### config.mk
export PLATFORM = sky130hd
export DESIGN_NAME = ntp_seconds_to_calendar_flat
export DESIGN_NICKNAME = d
export VERILOG_FILES = /design/src/hdl/ntpcal_pkg.sv /design/src/hdl/ntpcal_ifs.sv /design/src/hdl/ntpcal_ctrl.sv /design/src/hdl/ntpcal_dp.sv /design/src/hdl/ntp_seconds_to_calendar.sv /design/src/flat_wrapper.sv
export VERILOG_INCLUDE_DIRS = /design/src /design/src/hdl
export SDC_FILE = /design/constraint.sdc
export NUM_CORES = 1
export LEC_CHECK = 0
export BUFFER_PORTS_ARGS = -buffer_cell sky130_fd_sc_hd__buf_2
export CAP_MARGIN = 20
export CORE_MARGIN = 4
export CORE_UTILIZATION = 55
export CTS_CLUSTER_DIAMETER = 30
export DETAILED_ROUTE_END_ITERATION = 10
export PLACE_DENSITY = 0.82
export RECOVER_POWER = 50
export SLEW_MARGIN = 20
export SYNTH_ARGS = -nofsm -noshare
export SYNTH_HDL_FRONTEND = slang
export SYNTH_SLANG_ARGS = --single-unit
### constraint.sdc
create_clock -name clk -period 13.8 [get_ports clk]
set_clock_uncertainty 0.1 [all_clocks]
set_input_delay 2.76 -clock clk [delete_from_list [all_inputs] [get_ports clk]]
set_output_delay 2.76 -clock clk [all_outputs]
set_load 0.01 [all_outputs]
### src/hdl/ntp_seconds_to_calendar_defines.svh
// Assertion macros shared by the calendar converter modules.
`ifndef NTP_SECONDS_TO_CALENDAR_DEFINES_SVH
`define NTP_SECONDS_TO_CALENDAR_DEFINES_SVH

`ifndef ASSERT_OFF
// Same-cycle implication, off during reset
`define NTPCAL_ASSERT_IMP(lbl, clk, rst, ante, cons) \
  lbl: assert property (@(posedge clk) disable iff (rst) (ante) |-> (cons)) \
    else $error("same-cycle check failed");
// Next-cycle implication, off during reset
`define NTPCAL_ASSERT_NXT(lbl, clk, rst, ante, cons) \
  lbl: assert property (@(posedge clk) disable iff (rst) (ante) |=> (cons)) \
    else $error("next-cycle check failed");
`else
`define NTPCAL_ASSERT_IMP(lbl, clk, rst, ante, cons)
`define NTPCAL_ASSERT_NXT(lbl, clk, rst, ante, cons)
`endif

`endif

### src/hdl/ntpcal_pkg.sv
package ntpcal_pkg;

  localparam logic [10:0] FirstYear    = 11'd1900;
  localparam logic [31:0] DaySecs      = 32'd86400;
  localparam logic [31:0] HourSecs     = 32'd3600;
  localparam logic [31:0] YearSecs     = 32'd365 * DaySecs;
  localparam logic [31:0] LeapYearSecs = 32'd366 * DaySecs;

  // Days of each month, January first, February in a common year
  localparam logic [4:0] MonthDays [12] = '{
    5'd31, 5'd28, 5'd31, 5'd30, 5'd31, 5'd30, 5'd31, 5'd31, 5'd30, 5'd31, 5'd30, 5'd31
  };

  localparam logic [3:0] LastMonth = 4'd11;

  typedef enum logic [1:0] {
    PH_YEAR,
    PH_MONTH,
    PH_DAY,
    PH_HOUR
  } ntpcal_phase_t;

  typedef enum logic [2:0] {
    S_IDLE,
    S_YEAR,
    S_MONTH,
    S_DAY,
    S_HOUR,
    S_MUL,
    S_SPLIT,
    S_EMIT
  } ntpcal_state_t;

  typedef struct packed {
    logic          load;
    logic          step;
    logic          mul;
    logic          split;
    logic          emit;
    ntpcal_phase_t phase;
  } ntpcal_cmd_t;

  typedef struct packed {
    logic ge;
    logic out_free;
  } ntpcal_stat_t;

  // Length of a month in seconds, February stretched in leap years
  function automatic logic [31:0] month_secs(input logic [3:0] idx, input logic leap);
    logic [4:0] days;
    days = (idx > LastMonth) ? 5'd31 : MonthDays[idx];
    if (idx == 4'd1 && leap) begin
      days = 5'd29;
    end
    return 32'(days) * DaySecs;
  endfunction

endpackage

### src/hdl/ntpcal_ifs.sv
interface ntpcal_in_if;
  logic        valid;
  logic        ready;
  logic [31:0] ntp_seconds;

  modport source (output valid, output ntp_seconds, input ready);
  modport sink (input valid, input ntp_seconds, output ready);
endinterface

interface ntpcal_out_if;
  logic        valid;
  logic        ready;
  logic [5:0]  sec_of_minute;
  logic [5:0]  min_of_hour;
  logic [4:0]  hour_of_day;
  logic [4:0]  day_of_month;
  logic [3:0]  month_number;
  logic [10:0] year_number;

  modport source (output valid, output sec_of_minute, output min_of_hour,
                  output hour_of_day, output day_of_month, output month_number,
                  output year_number, input ready);
  modport sink (input valid, input sec_of_minute, input min_of_hour,
                input hour_of_day, input day_of_month, input month_number,
                input year_number, output ready);
endinterface

### src/hdl/ntpcal_ctrl.sv
`include "ntp_seconds_to_calendar_defines.svh"

module ntpcal_ctrl
  import ntpcal_pkg::*;
(
  input  logic         clk,
  input  logic         rst,
  input  logic         in_valid,
  output logic         in_ready,
  input  ntpcal_stat_t stat,
  output ntpcal_cmd_t  cmd
);

  ntpcal_state_t state;
  ntpcal_state_t state_next;

  // State register
  always_ff @(posedge clk) begin
    if (rst) begin
      state <= S_IDLE;
    end else begin
      state <= state_next;
    end
  end

  // Next state: each peel phase loops while the remainder still covers a unit
  always_comb begin
    state_next = state;
    case (state)
      S_IDLE: begin
        if (in_valid) state_next = S_YEAR;
      end
      S_YEAR: begin
        if (!stat.ge) state_next = S_MONTH;
      end
      S_MONTH: begin
        if (!stat.ge) state_next = S_DAY;
      end
      S_DAY: begin
        if (!stat.ge) state_next = S_HOUR;
      end
      S_HOUR: begin
        if (!stat.ge) state_next = S_MUL;
      end
      S_MUL:   state_next = S_SPLIT;
      S_SPLIT: state_next = S_EMIT;
      S_EMIT: begin
        if (stat.out_free) state_next = S_IDLE;
      end
      default: state_next = S_IDLE;
    endcase
  end

  // Datapath commands
  always_comb begin
    cmd       = '0;
    cmd.phase = PH_YEAR;
    in_ready  = 1'b0;
    case (state)
      S_IDLE: begin
        in_ready = 1'b1;
        cmd.load = in_valid;
      end
      S_YEAR: begin
        cmd.phase = PH_YEAR;
        cmd.step  = stat.ge;
      end
      S_MONTH: begin
        cmd.phase = PH_MONTH;
        cmd.step  = stat.ge;
      end
      S_DAY: begin
        cmd.phase = PH_DAY;
        cmd.step  = stat.ge;
      end
      S_HOUR: begin
        cmd.phase = PH_HOUR;
        cmd.step  = stat.ge;
      end
      S_MUL:   cmd.mul   = 1'b1;
      S_SPLIT: cmd.split = 1'b1;
      S_EMIT:  cmd.emit  = stat.out_free;
      default: cmd = '0;
    endcase
  end

  `NTPCAL_ASSERT_IMP(a_emit_slot_free, clk, rst, cmd.emit, stat.out_free)
  `NTPCAL_ASSERT_IMP(a_step_only_when_ge, clk, rst, cmd.step, stat.ge)

endmodule

### src/hdl/ntpcal_dp.sv
`include "ntp_seconds_to_calendar_defines.svh"

module ntpcal_dp
  import ntpcal_pkg::*;
(
  input  logic              clk,
  input  logic              rst,
  input  ntpcal_cmd_t       cmd,
  output ntpcal_stat_t      stat,
  input  logic [31:0]       ntp_seconds,
  input  logic signed [4:0] zone_hours,
  input  logic              out_ready,
  output logic              out_valid,
  output logic [5:0]        sec_of_minute,
  output logic [5:0]        min_of_hour,
  output logic [4:0]        hour_of_day,
  output logic [4:0]        day_of_month,
  output logic [3:0]        month_number,
  output logic [10:0]       year_number
);

  logic [31:0] t;
  logic [10:0] year;
  logic [1:0]  y4;
  logic [6:0]  y100;
  logic [8:0]  y400;
  logic [3:0]  month_idx;
  logic [4:0]  day;
  logic [4:0]  hour;
  logic [22:0] prod;
  logic [5:0]  minute;

  logic signed [17:0] zone_secs;
  logic [31:0]        t_start;
  logic               leap;
  logic [31:0]        unit_len;
  logic [11:0]        sec_rest;

  // Apply zone offset, wrapping modulo 2^32
  assign zone_secs = 18'(zone_hours) * 18'sd3600;
  assign t_start   = ntp_seconds + 32'(zone_secs);

  // Gregorian leap rule from the running residues of the year
  assign leap = (y4 == 2'd0) && ((y100 != 7'd0) || (y400 == 9'd0));

  // Select the unit peeled off in the current phase
  always_comb begin
    case (cmd.phase)
      PH_YEAR:  unit_len = leap ? LeapYearSecs : YearSecs;
      PH_MONTH: unit_len = month_secs(month_idx, leap);
      PH_DAY:   unit_len = DaySecs;
      PH_HOUR:  unit_len = HourSecs;
      default:  unit_len = DaySecs;
    endcase
  end

  assign stat.ge       = (t >= unit_len);
  assign stat.out_free = !out_valid || out_ready;

  // Peel registers
  always_ff @(posedge clk) begin
    if (cmd.load) begin
      t         <= t_start;
      year      <= FirstYear;
      y4        <= 2'd0;
      y100      <= 7'd0;
      y400      <= 9'd300;
      month_idx <= 4'd0;
      day       <= 5'd1;
      hour      <= 5'd0;
    end else if (cmd.step) begin
      t <= t - unit_len;
      case (cmd.phase)
        PH_YEAR: begin
          year <= year + 11'd1;
          y4   <= y4 + 2'd1;
          y100 <= (y100 == 7'd99) ? 7'd0 : y100 + 7'd1;
          y400 <= (y400 == 9'd399) ? 9'd0 : y400 + 9'd1;
        end
        PH_MONTH: month_idx <= month_idx + 4'd1;
        PH_DAY:   day <= day + 5'd1;
        PH_HOUR:  hour <= hour + 5'd1;
        default:  hour <= hour;
      endcase
    end
  end

  // Split the last hour: minute = rest * 2185 >> 17 is exact below 3600
  always_ff @(posedge clk) begin
    if (cmd.mul) begin
      prod <= 23'(t[11:0]) * 23'd2185;
    end
    if (cmd.split) begin
      minute <= prod[22:17];
    end
  end

  assign sec_rest = t[11:0] - 12'(minute) * 12'd60;

  // Output slot: hold until the transfer, then drop valid
  always_ff @(posedge clk) begin
    if (rst) begin
      out_valid <= 1'b0;
    end else if (cmd.emit) begin
      out_valid <= 1'b1;
    end else if (out_ready) begin
      out_valid <= 1'b0;
    end
  end

  always_ff @(posedge clk) begin
    if (cmd.emit) begin
      sec_of_minute <= sec_rest[5:0];
      min_of_hour   <= minute;
      hour_of_day   <= hour;
      day_of_month  <= day;
      month_number  <= month_idx + 4'd1;
      year_number   <= year;
    end
  end

  `NTPCAL_ASSERT_IMP(a_month_in_range, clk, rst,
                     cmd.step && cmd.phase == PH_MONTH, month_idx != LastMonth)
  `NTPCAL_ASSERT_IMP(a_rest_below_hour, clk, rst, cmd.mul, t < HourSecs)
  `NTPCAL_ASSERT_NXT(a_emit_sets_valid, clk, rst, cmd.emit, out_valid)

endmodule

### src/hdl/ntp_seconds_to_calendar.sv
// Converts a 32-bit NTP seconds count (epoch 1900-01-01) plus a signed whole-hour
// zone offset into second, minute, hour, day, month and year. One item is
// converted at a time. The year loop removes one year per cycle (up to 136
// years), followed by up to 11 month, 30 day and 23 hour steps of the same
// subtractor; each of the four phases ends once the remainder is below its
// unit. The S_MUL, S_SPLIT and S_EMIT states then split the last hour and load
// the result register, S_EMIT waiting until the output slot is free.
// The zone register (reset +3 hours) must be written only while no conversion
// is in flight.
module ntp_seconds_to_calendar
  import ntpcal_pkg::*;
(
  input  logic              clk,
  input  logic              rst,
  input  logic              cfg_wr_en,
  input  logic [4:0]        cfg_wr_data,
  ntpcal_in_if.sink         ntp_in,
  ntpcal_out_if.source      cal_out
);

  logic signed [4:0] zone_hours;
  ntpcal_cmd_t       cmd;
  ntpcal_stat_t      stat;
  logic              in_ready;

  // Zone offset register
  always_ff @(posedge clk) begin
    if (rst) begin
      zone_hours <= 5'sd3;
    end else if (cfg_wr_en) begin
      zone_hours <= cfg_wr_data;
    end
  end

  assign ntp_in.ready = in_ready;

  ntpcal_ctrl u_ctrl (
    .clk      (clk),
    .rst      (rst),
    .in_valid (ntp_in.valid),
    .in_ready (in_ready),
    .stat     (stat),
    .cmd      (cmd)
  );

  ntpcal_dp u_dp (
    .clk           (clk),
    .rst           (rst),
    .cmd           (cmd),
    .stat          (stat),
    .ntp_seconds   (ntp_in.ntp_seconds),
    .zone_hours    (zone_hours),
    .out_ready     (cal_out.ready),
    .out_valid     (cal_out.valid),
    .sec_of_minute (cal_out.sec_of_minute),
    .min_of_hour   (cal_out.min_of_hour),
    .hour_of_day   (cal_out.hour_of_day),
    .day_of_month  (cal_out.day_of_month),
    .month_number  (cal_out.month_number),
    .year_number   (cal_out.year_number)
  );

endmodule

### src/flat_wrapper.sv
// flat-port wrapper written by rule: the top's interface ports become plain ports
module ntp_seconds_to_calendar_flat import ntpcal_pkg::*;
  (clk, rst, cfg_wr_en, cfg_wr_data, ntp_in_valid, ntp_in_ntp_seconds, ntp_in_ready, cal_out_valid, cal_out_sec_of_minute, cal_out_min_of_hour, cal_out_hour_of_day, cal_out_day_of_month, cal_out_month_number, cal_out_year_number, cal_out_ready);
  ntpcal_in_if ntp_in_i ();
  ntpcal_out_if cal_out_i ();
  input  logic clk;
  input  logic rst;
  input  logic cfg_wr_en;
  input  logic [4:0] cfg_wr_data;
  input wire logic [$bits(ntp_in_i.valid)-1:0] ntp_in_valid;
  input wire logic [$bits(ntp_in_i.ntp_seconds)-1:0] ntp_in_ntp_seconds;
  output wire logic [$bits(ntp_in_i.ready)-1:0] ntp_in_ready;
  output wire logic [$bits(cal_out_i.valid)-1:0] cal_out_valid;
  output wire logic [$bits(cal_out_i.sec_of_minute)-1:0] cal_out_sec_of_minute;
  output wire logic [$bits(cal_out_i.min_of_hour)-1:0] cal_out_min_of_hour;
  output wire logic [$bits(cal_out_i.hour_of_day)-1:0] cal_out_hour_of_day;
  output wire logic [$bits(cal_out_i.day_of_month)-1:0] cal_out_day_of_month;
  output wire logic [$bits(cal_out_i.month_number)-1:0] cal_out_month_number;
  output wire logic [$bits(cal_out_i.year_number)-1:0] cal_out_year_number;
  input wire logic [$bits(cal_out_i.ready)-1:0] cal_out_ready;
  assign ntp_in_i.valid = ntp_in_valid;
  assign ntp_in_i.ntp_seconds = ntp_in_ntp_seconds;
  assign ntp_in_ready = ntp_in_i.ready;
  assign cal_out_valid = cal_out_i.valid;
  assign cal_out_sec_of_minute = cal_out_i.sec_of_minute;
  assign cal_out_min_of_hour = cal_out_i.min_of_hour;
  assign cal_out_hour_of_day = cal_out_i.hour_of_day;
  assign cal_out_day_of_month = cal_out_i.day_of_month;
  assign cal_out_month_number = cal_out_i.month_number;
  assign cal_out_year_number = cal_out_i.year_number;
  assign cal_out_i.ready = cal_out_ready;
  ntp_seconds_to_calendar u_core (.clk(clk), .rst(rst), .cfg_wr_en(cfg_wr_en), .cfg_wr_data(cfg_wr_data), .ntp_in(ntp_in_i), .cal_out(cal_out_i));
endmodule
# After elaboration in Yosys (flattened, before gate mapping)
# Memory sizes are Yosys's and may differ from the RTL's.
# Index checks and enable logic that the tools add are counted.
# classes
bitwise,1
n_eq_ne,19
n_lt_le_gt_ge,3
add_sub_neg,10
mul,4
n_reduce_logical,18
n_mux,27
# op_table
cell,n
$pmux 32 s4,1
$mux 32,2
$add 32x32->32,1
$ge 32x32->1,1
$sub 32x32->32,1
$mux 5,5
$pmux 3 s8,1
$mul 12x12->23 const B,1
$mux 18,1
$mux 3,6
$mul 5x10->15 const B,1
$mul 5x9->14 const B,1
$eq 3x3->1 const B,4
$ne 2x2->1 const B,6
$add 11x1->11 const B,1
$add 5x1->5 const B,2
$add 9x1->9 const B,1
$eq 9x9->1 const B,1
$logic_not 9->1,1
$mux 9,1
$mux 1,8
$reduce_and 2->1,4
$add 7x1->7 const B,1
$eq 7x7->1 const B,1
23 further kinds,29
# word_totals
romBits,80
word_cells,102
out_inout_bits,39
n_memories,1
input_bits,42
reg_bits,150
# mem_list
memory,depth,width,rd,rd_clocked_by_memory_dff,wr,line,rtl
(name not given),16,5,1,0,0,ntpcal_pkg.sv:51,days = (idx > LastMonth) ? 5'd31 : MonthDays[idx];

# Depth between registers and ports, before layout
# depth
depth_word,13
depth_mapped,23
ltp_nobuf,22

# Modules after synthesis
# Synthesis repeated with hierarchy kept, for this count alone.
# unflattened
hier_cells,1030
area_unflattened_um2,9920.8
# modules_own_cells
mod,seq_area_each_um2,cells_each,area_per_inst_um2,n_inst
ntpcal_dp,3313.2,980,9502.9,1
ntpcal_ctrl,60.1,34,239.0,1
ntp_seconds_to_calendar,100.1,16,178.9,1

# Least setup slack after synthesis
# Ideal clock, no wire load.
# synth_timing
kind,register to register
startpoint,reg u_core.zone_hours[2]
endpoint,reg u_core.u_dp.t[31] (data pin)
setup_ns,0.265
n_path_buf,0
t_required_ns,13.435
period_less_slack_ns,6.091
slack_ns,7.709
stages_incl_launch_ff,22
arrival_ns,5.727
path_cell_list,dfxtp_1 fa_1 inv_1 fa_1 fa_1 inv_1 fa_1 a21oi_1 nor2_1 nor2_1 nor2b_1 nor3_1 ha_1 a21o_1 a221o_1 a21oi_1 nor2_1 a31oi_1 and3_1 o31a_1 xnor2_1 o21ai_1
# synth_between
elab_chain_cells,3
# synth_rtl
item,line,rtl
start: declaration,ntp_seconds_to_calendar.sv:21,logic signed [4:0] zone_hours;
start signal: assignment,ntp_seconds_to_calendar.sv:31,zone_hours <= cfg_wr_data;
$mul 5x9->14,ntpcal_dp.sv:40,assign zone_secs = 18'(zone_hours) * 18'sd3600;
$add 32x32->32,ntpcal_dp.sv:41,assign t_start = ntp_seconds + 32'(zone_secs);
$mux 32,ntpcal_dp.sv:62,if (cmd.load) begin
end signal: assignment,ntpcal_dp.sv:63,t <= t_start;
end signal: assignment,ntpcal_dp.sv:72,t <= t - unit_len;
end: declaration,ntpcal_dp.sv:22,logic [31:0] t;
# No other way between the ends.
# A chain may end at the register's enable or synchronous reset.

# Worst setup path after layout
# layout_timing
startpoint,reg u_core.zone_hours[2]
endpoint,reg u_core.u_dp.t[29] (data pin)
# Same word-level chain as after synthesis.

==> impl_metrics.py <==
metrics = {
    "status": {
        "status": "finished with violations",
        "violations": "max-capacitance violations, max-slew violations",
    },
    "logic_synthesis": {
        "syn_nets": 1206,
        "synth_area_sq_um": 9820,
        "yosys_most_used_dff": "edfxtp_1",
        "synth_area_per_cell_sq_um": 9.77,
        "synth-async-reset-ratio_pct": 0,
        "synth-edff-count": 81,
        "ys_seq_elements": 133,
        "syn_inst": 1005,
        "yosysWarnings": 0,
        "yosysUniqueCellTypes": 76,
        "seq_area_frac_synth_pct": 35.4,
    },
    "layout": {
        "final_layout_size_suffix_gt1_share_pct": 8.20,
        "final_nets": 1286,
        "nFillCells": 1400,
        "insertedDiodeCount": 0,
        "layout_commonest_cell": "ha_1",
        "syn_to_final_growth_pct": 12.5,
        "most-common-layout-cells": "ha_1 (144), edfxtp_1 (81), inv_1 (79)",
    },
    "die": {
        "rows": 48,
        "die_h_um": 142,
        "core_area_sq_um": 17400,
        "start_util_pct": 56.4,
        "die_w_um": 142,
        "pin_count": 81,
        "dieArea_sq_um": 20000,
    },
    "clock_network": {
        "h-tree-depth": 4,
        "clkSinkCount": 133,
        "cts_tree": "done",
        "numCtsBuffers": 17,
        "clock_latency_ns": 0.42,
        "cts_root_buf": "clkbuf_16",
        "post-cts-setup-buffers": 0,
        "clk_pin_slew_worst_paths_ns": 0.06,
        "cts.hold.buffers_added": 0,
        "cts_buffer_depth": 2,
        "post_cts_resized": 0,
    },
    "hold_path": {
        "hold_path_class": "flop to flop",
        "worstHoldPathCells": 0,
        "worstHoldStart": "u_core.u_dp.prod[18]",
        "holdPathEnd": "u_core.u_dp.minute[1]",
    },
    "sta": {
        "final-setup-viol-count": 0,
        "fin_crit_sh_pct": 46.6,
        "hold_viol_final": 0,
        "rsz0062_at_grt": "false",
        "post-route-min-period_ns": 6.43,
        "setup-tns-final_ns": 0,
        "fmax_mhz": 156,
        "tightest_slew_ns": 2.99,
        "maxSlewHeadroom_pct": -99.8,
        "holdWs_ns": 0.324,
        "slew_viol_final": 135,
    },
    "detailed_routing": {
        "drtPass1Iterations": 5,
        "vias": 7583,
        "route.detailed.drc": 0,
        "via_per_inst": 5.73,
        "ant_nets": 0,
        "wl_per_cell_um": 15.3,
        "routed_wl_um": 20200,
        "initialDrtViolationCount": 565,
    },
    "setup_path": {
        "rr_endpoint": "u_core.u_dp.t[29]",
        "crit_cells": 21,
        "r2r-start": "u_core.zone_hours[2]",
        "r2r_setup_slack_ns": 7.37,
        "path_delay_family": "adder cells",
        "cpMostUsedCell": "fa_1",
        "end_kind": "flop",
        "path_class": "flop to flop",
        "reg2reg_depth": 21,
        "cp_slowest_stage_delay_ns": 0.80,
        "cp-start-kind": "flop",
        "required_ns": 13.79,
        "crit_fanout": 15,
        "crit_chain": "fa_1, inv_1, fa_1, fa_1, inv_1, fa_1, a21oi_1, nor2_1, nor2_1, nor2b_1, nor3_2, ha_1, a21o_1, a221o_1, a21oi_1, nor2_1, a31oi_1, a311oi_1, o22ai_1, xor2_1, a21oi_1",
        "crit_arrival_ns": 6.41,
        "critical_path.slowest_cell": "nor3_2",
        "crit_buf_inv": 2,
    },
    "pwr": {
        "ir_drop_mv": 0.106,
        "leakage_nw": 4.89,
        "p_per_area_nw_per_um2": 185,
        "finalPower_mw": 2.05,
    },
    "global_routing": {
        "track_usage_pct": 20.6,
        "grt_pass1_wl_um": 34300,
        "antenna_found_initial": 0,
        "grt_overflow_total": 0,
        "grt_pass1_vias": 7321,
        "grt_max_degree": 49,
    },
    "placed_design": {
        "port_buffers": 80,
        "gp_congestion": 0.910,
        "dp.final_hpwl_um": 15000,
    },
    "job": {
        "drv_cap": 3,
    },
}
## layout make-up
cell class              instances  area [sq um]  area share, %
clock buffers                  24           547           4.95
clock inverters                 8           104          0.940
inverters                      80           300           2.72
multi-input cells             769          5970           54.0
flip-flops and latches        133          3470           31.4
well taps                     225           282           2.55
repair buffers                 84           373           3.38
## worst max-delay path by stage
stage / from / to / slack (ns)
2_1_floorplan: u_core.zone_hours[2] / u_core.u_dp.t[31] / 7.71
3_3_place_gp: u_core.zone_hours[2] / u_core.u_dp.t[31] / 7.63
3_5_place_dp: u_core.zone_hours[2] / u_core.u_dp.t[31] / 7.44
4_1_cts: u_core.zone_hours[2] / u_core.u_dp.t[31] / 7.43
5_1_grt: u_core.zone_hours[2] / u_core.u_dp.t[30] / 6.89
6_report: u_core.zone_hours[2] / u_core.u_dp.t[29] / 7.37
## registers in the layout, indices dropped and copies added, names as in the netlist, 6 cells and up
signal and count:
u_core.u_dp.t 32, u_core.u_dp.year 11, u_core.u_dp.year_number 11, u_core.u_dp.y400 9, u_core.u_dp.y100 7, u_core.u_dp.min_of_hour 6, u_core.u_dp.minute 6, u_core.u_dp.prod 6
u_core.u_dp.sec_of_minute 6
## report_power, final
group	leakage, nW	total [mW]	switching, mW	internal (mW)
Sequential	1.19	0.560	0.0540	0.506
Clock	0.319	0.480	0.165	0.315
Combinational	3.38	1.01	0.559	0.448
## layer usage
metal  vias to the layer above  track usage, %  part of all wire [%]
met3                        19            3.07                   5.3
met1                      3532            28.5                    47
met4                         0            5.61                   1.2
met2                       208            34.0                    47
li1                       3824               -                     -
met5                         -               0                     0
## cell families (layout without fill, tap and decap cells)
kind of cell | count (synthesis) | after routing | synth area share, %
fa+ha+maj | 159 | 159 | 21.4
flops | 133 | 133 | 35.4
simple gates | 273 | 273 | 13.9
buf+inv | 103 | 196 | 4.03
xor+xnor | 80 | 80 | 7.14
compound gates | 236 | 236 | 16.0
mux | 21 | 21 | 2.14
## synthesized netlist by cell type, types with 3 or more instances
cell type | count | area [sq um]
nand3_1 | 18 | 90.1
o21bai_1 | 5 | 37.5
o21a_1 | 10 | 75.1
mux2i_1 | 21 | 210
nor4_1 | 4 | 25.0
nor2_1 | 75 | 282
and2_1 | 4 | 25.0
or3_1 | 8 | 50.1
o221ai_1 | 3 | 26.3
o31ai_1 | 6 | 45.0
a21oi_1 | 74 | 370
a31oi_1 | 6 | 37.5
buf_2 | 4 | 20.0
xnor2_1 | 45 | 394
nand2b_1 | 9 | 56.3
o31a_1 | 4 | 35.0
a21o_1 | 23 | 173
nor2b_1 | 8 | 50.1
edfxtp_1 | 81 | 2430
o211ai_1 | 7 | 52.6
fa_1 | 15 | 300
o21ai_0 | 50 | 250
nor3_1 | 19 | 95.1
a211oi_1 | 11 | 82.6
o21ai_1 | 4 | 20.0
xor2_1 | 35 | 307
inv_1 | 79 | 297
nand2_1 | 71 | 267
dfxtp_1 | 52 | 1040
nand4_1 | 19 | 119
clkbuf_1 | 17 | 63.8
ha_1 | 144 | 1800
a2111o_1 | 3 | 33.8
and3_1 | 18 | 113
## per-stage QoR
stage	cells	utilization, %	area, sq um	setup WS [ns]
floorplan	1005	-	9820	7.71
global placement	1291	60.1	10500	7.63
detailed placement	1291	60.1	10500	7.44
CTS	1323	63.8	11100	7.43
global route	1323	63.4	11000	6.89
finish	1323	63.4	11000	7.37
Note: power is estimated with default switching activity, not from simulation.
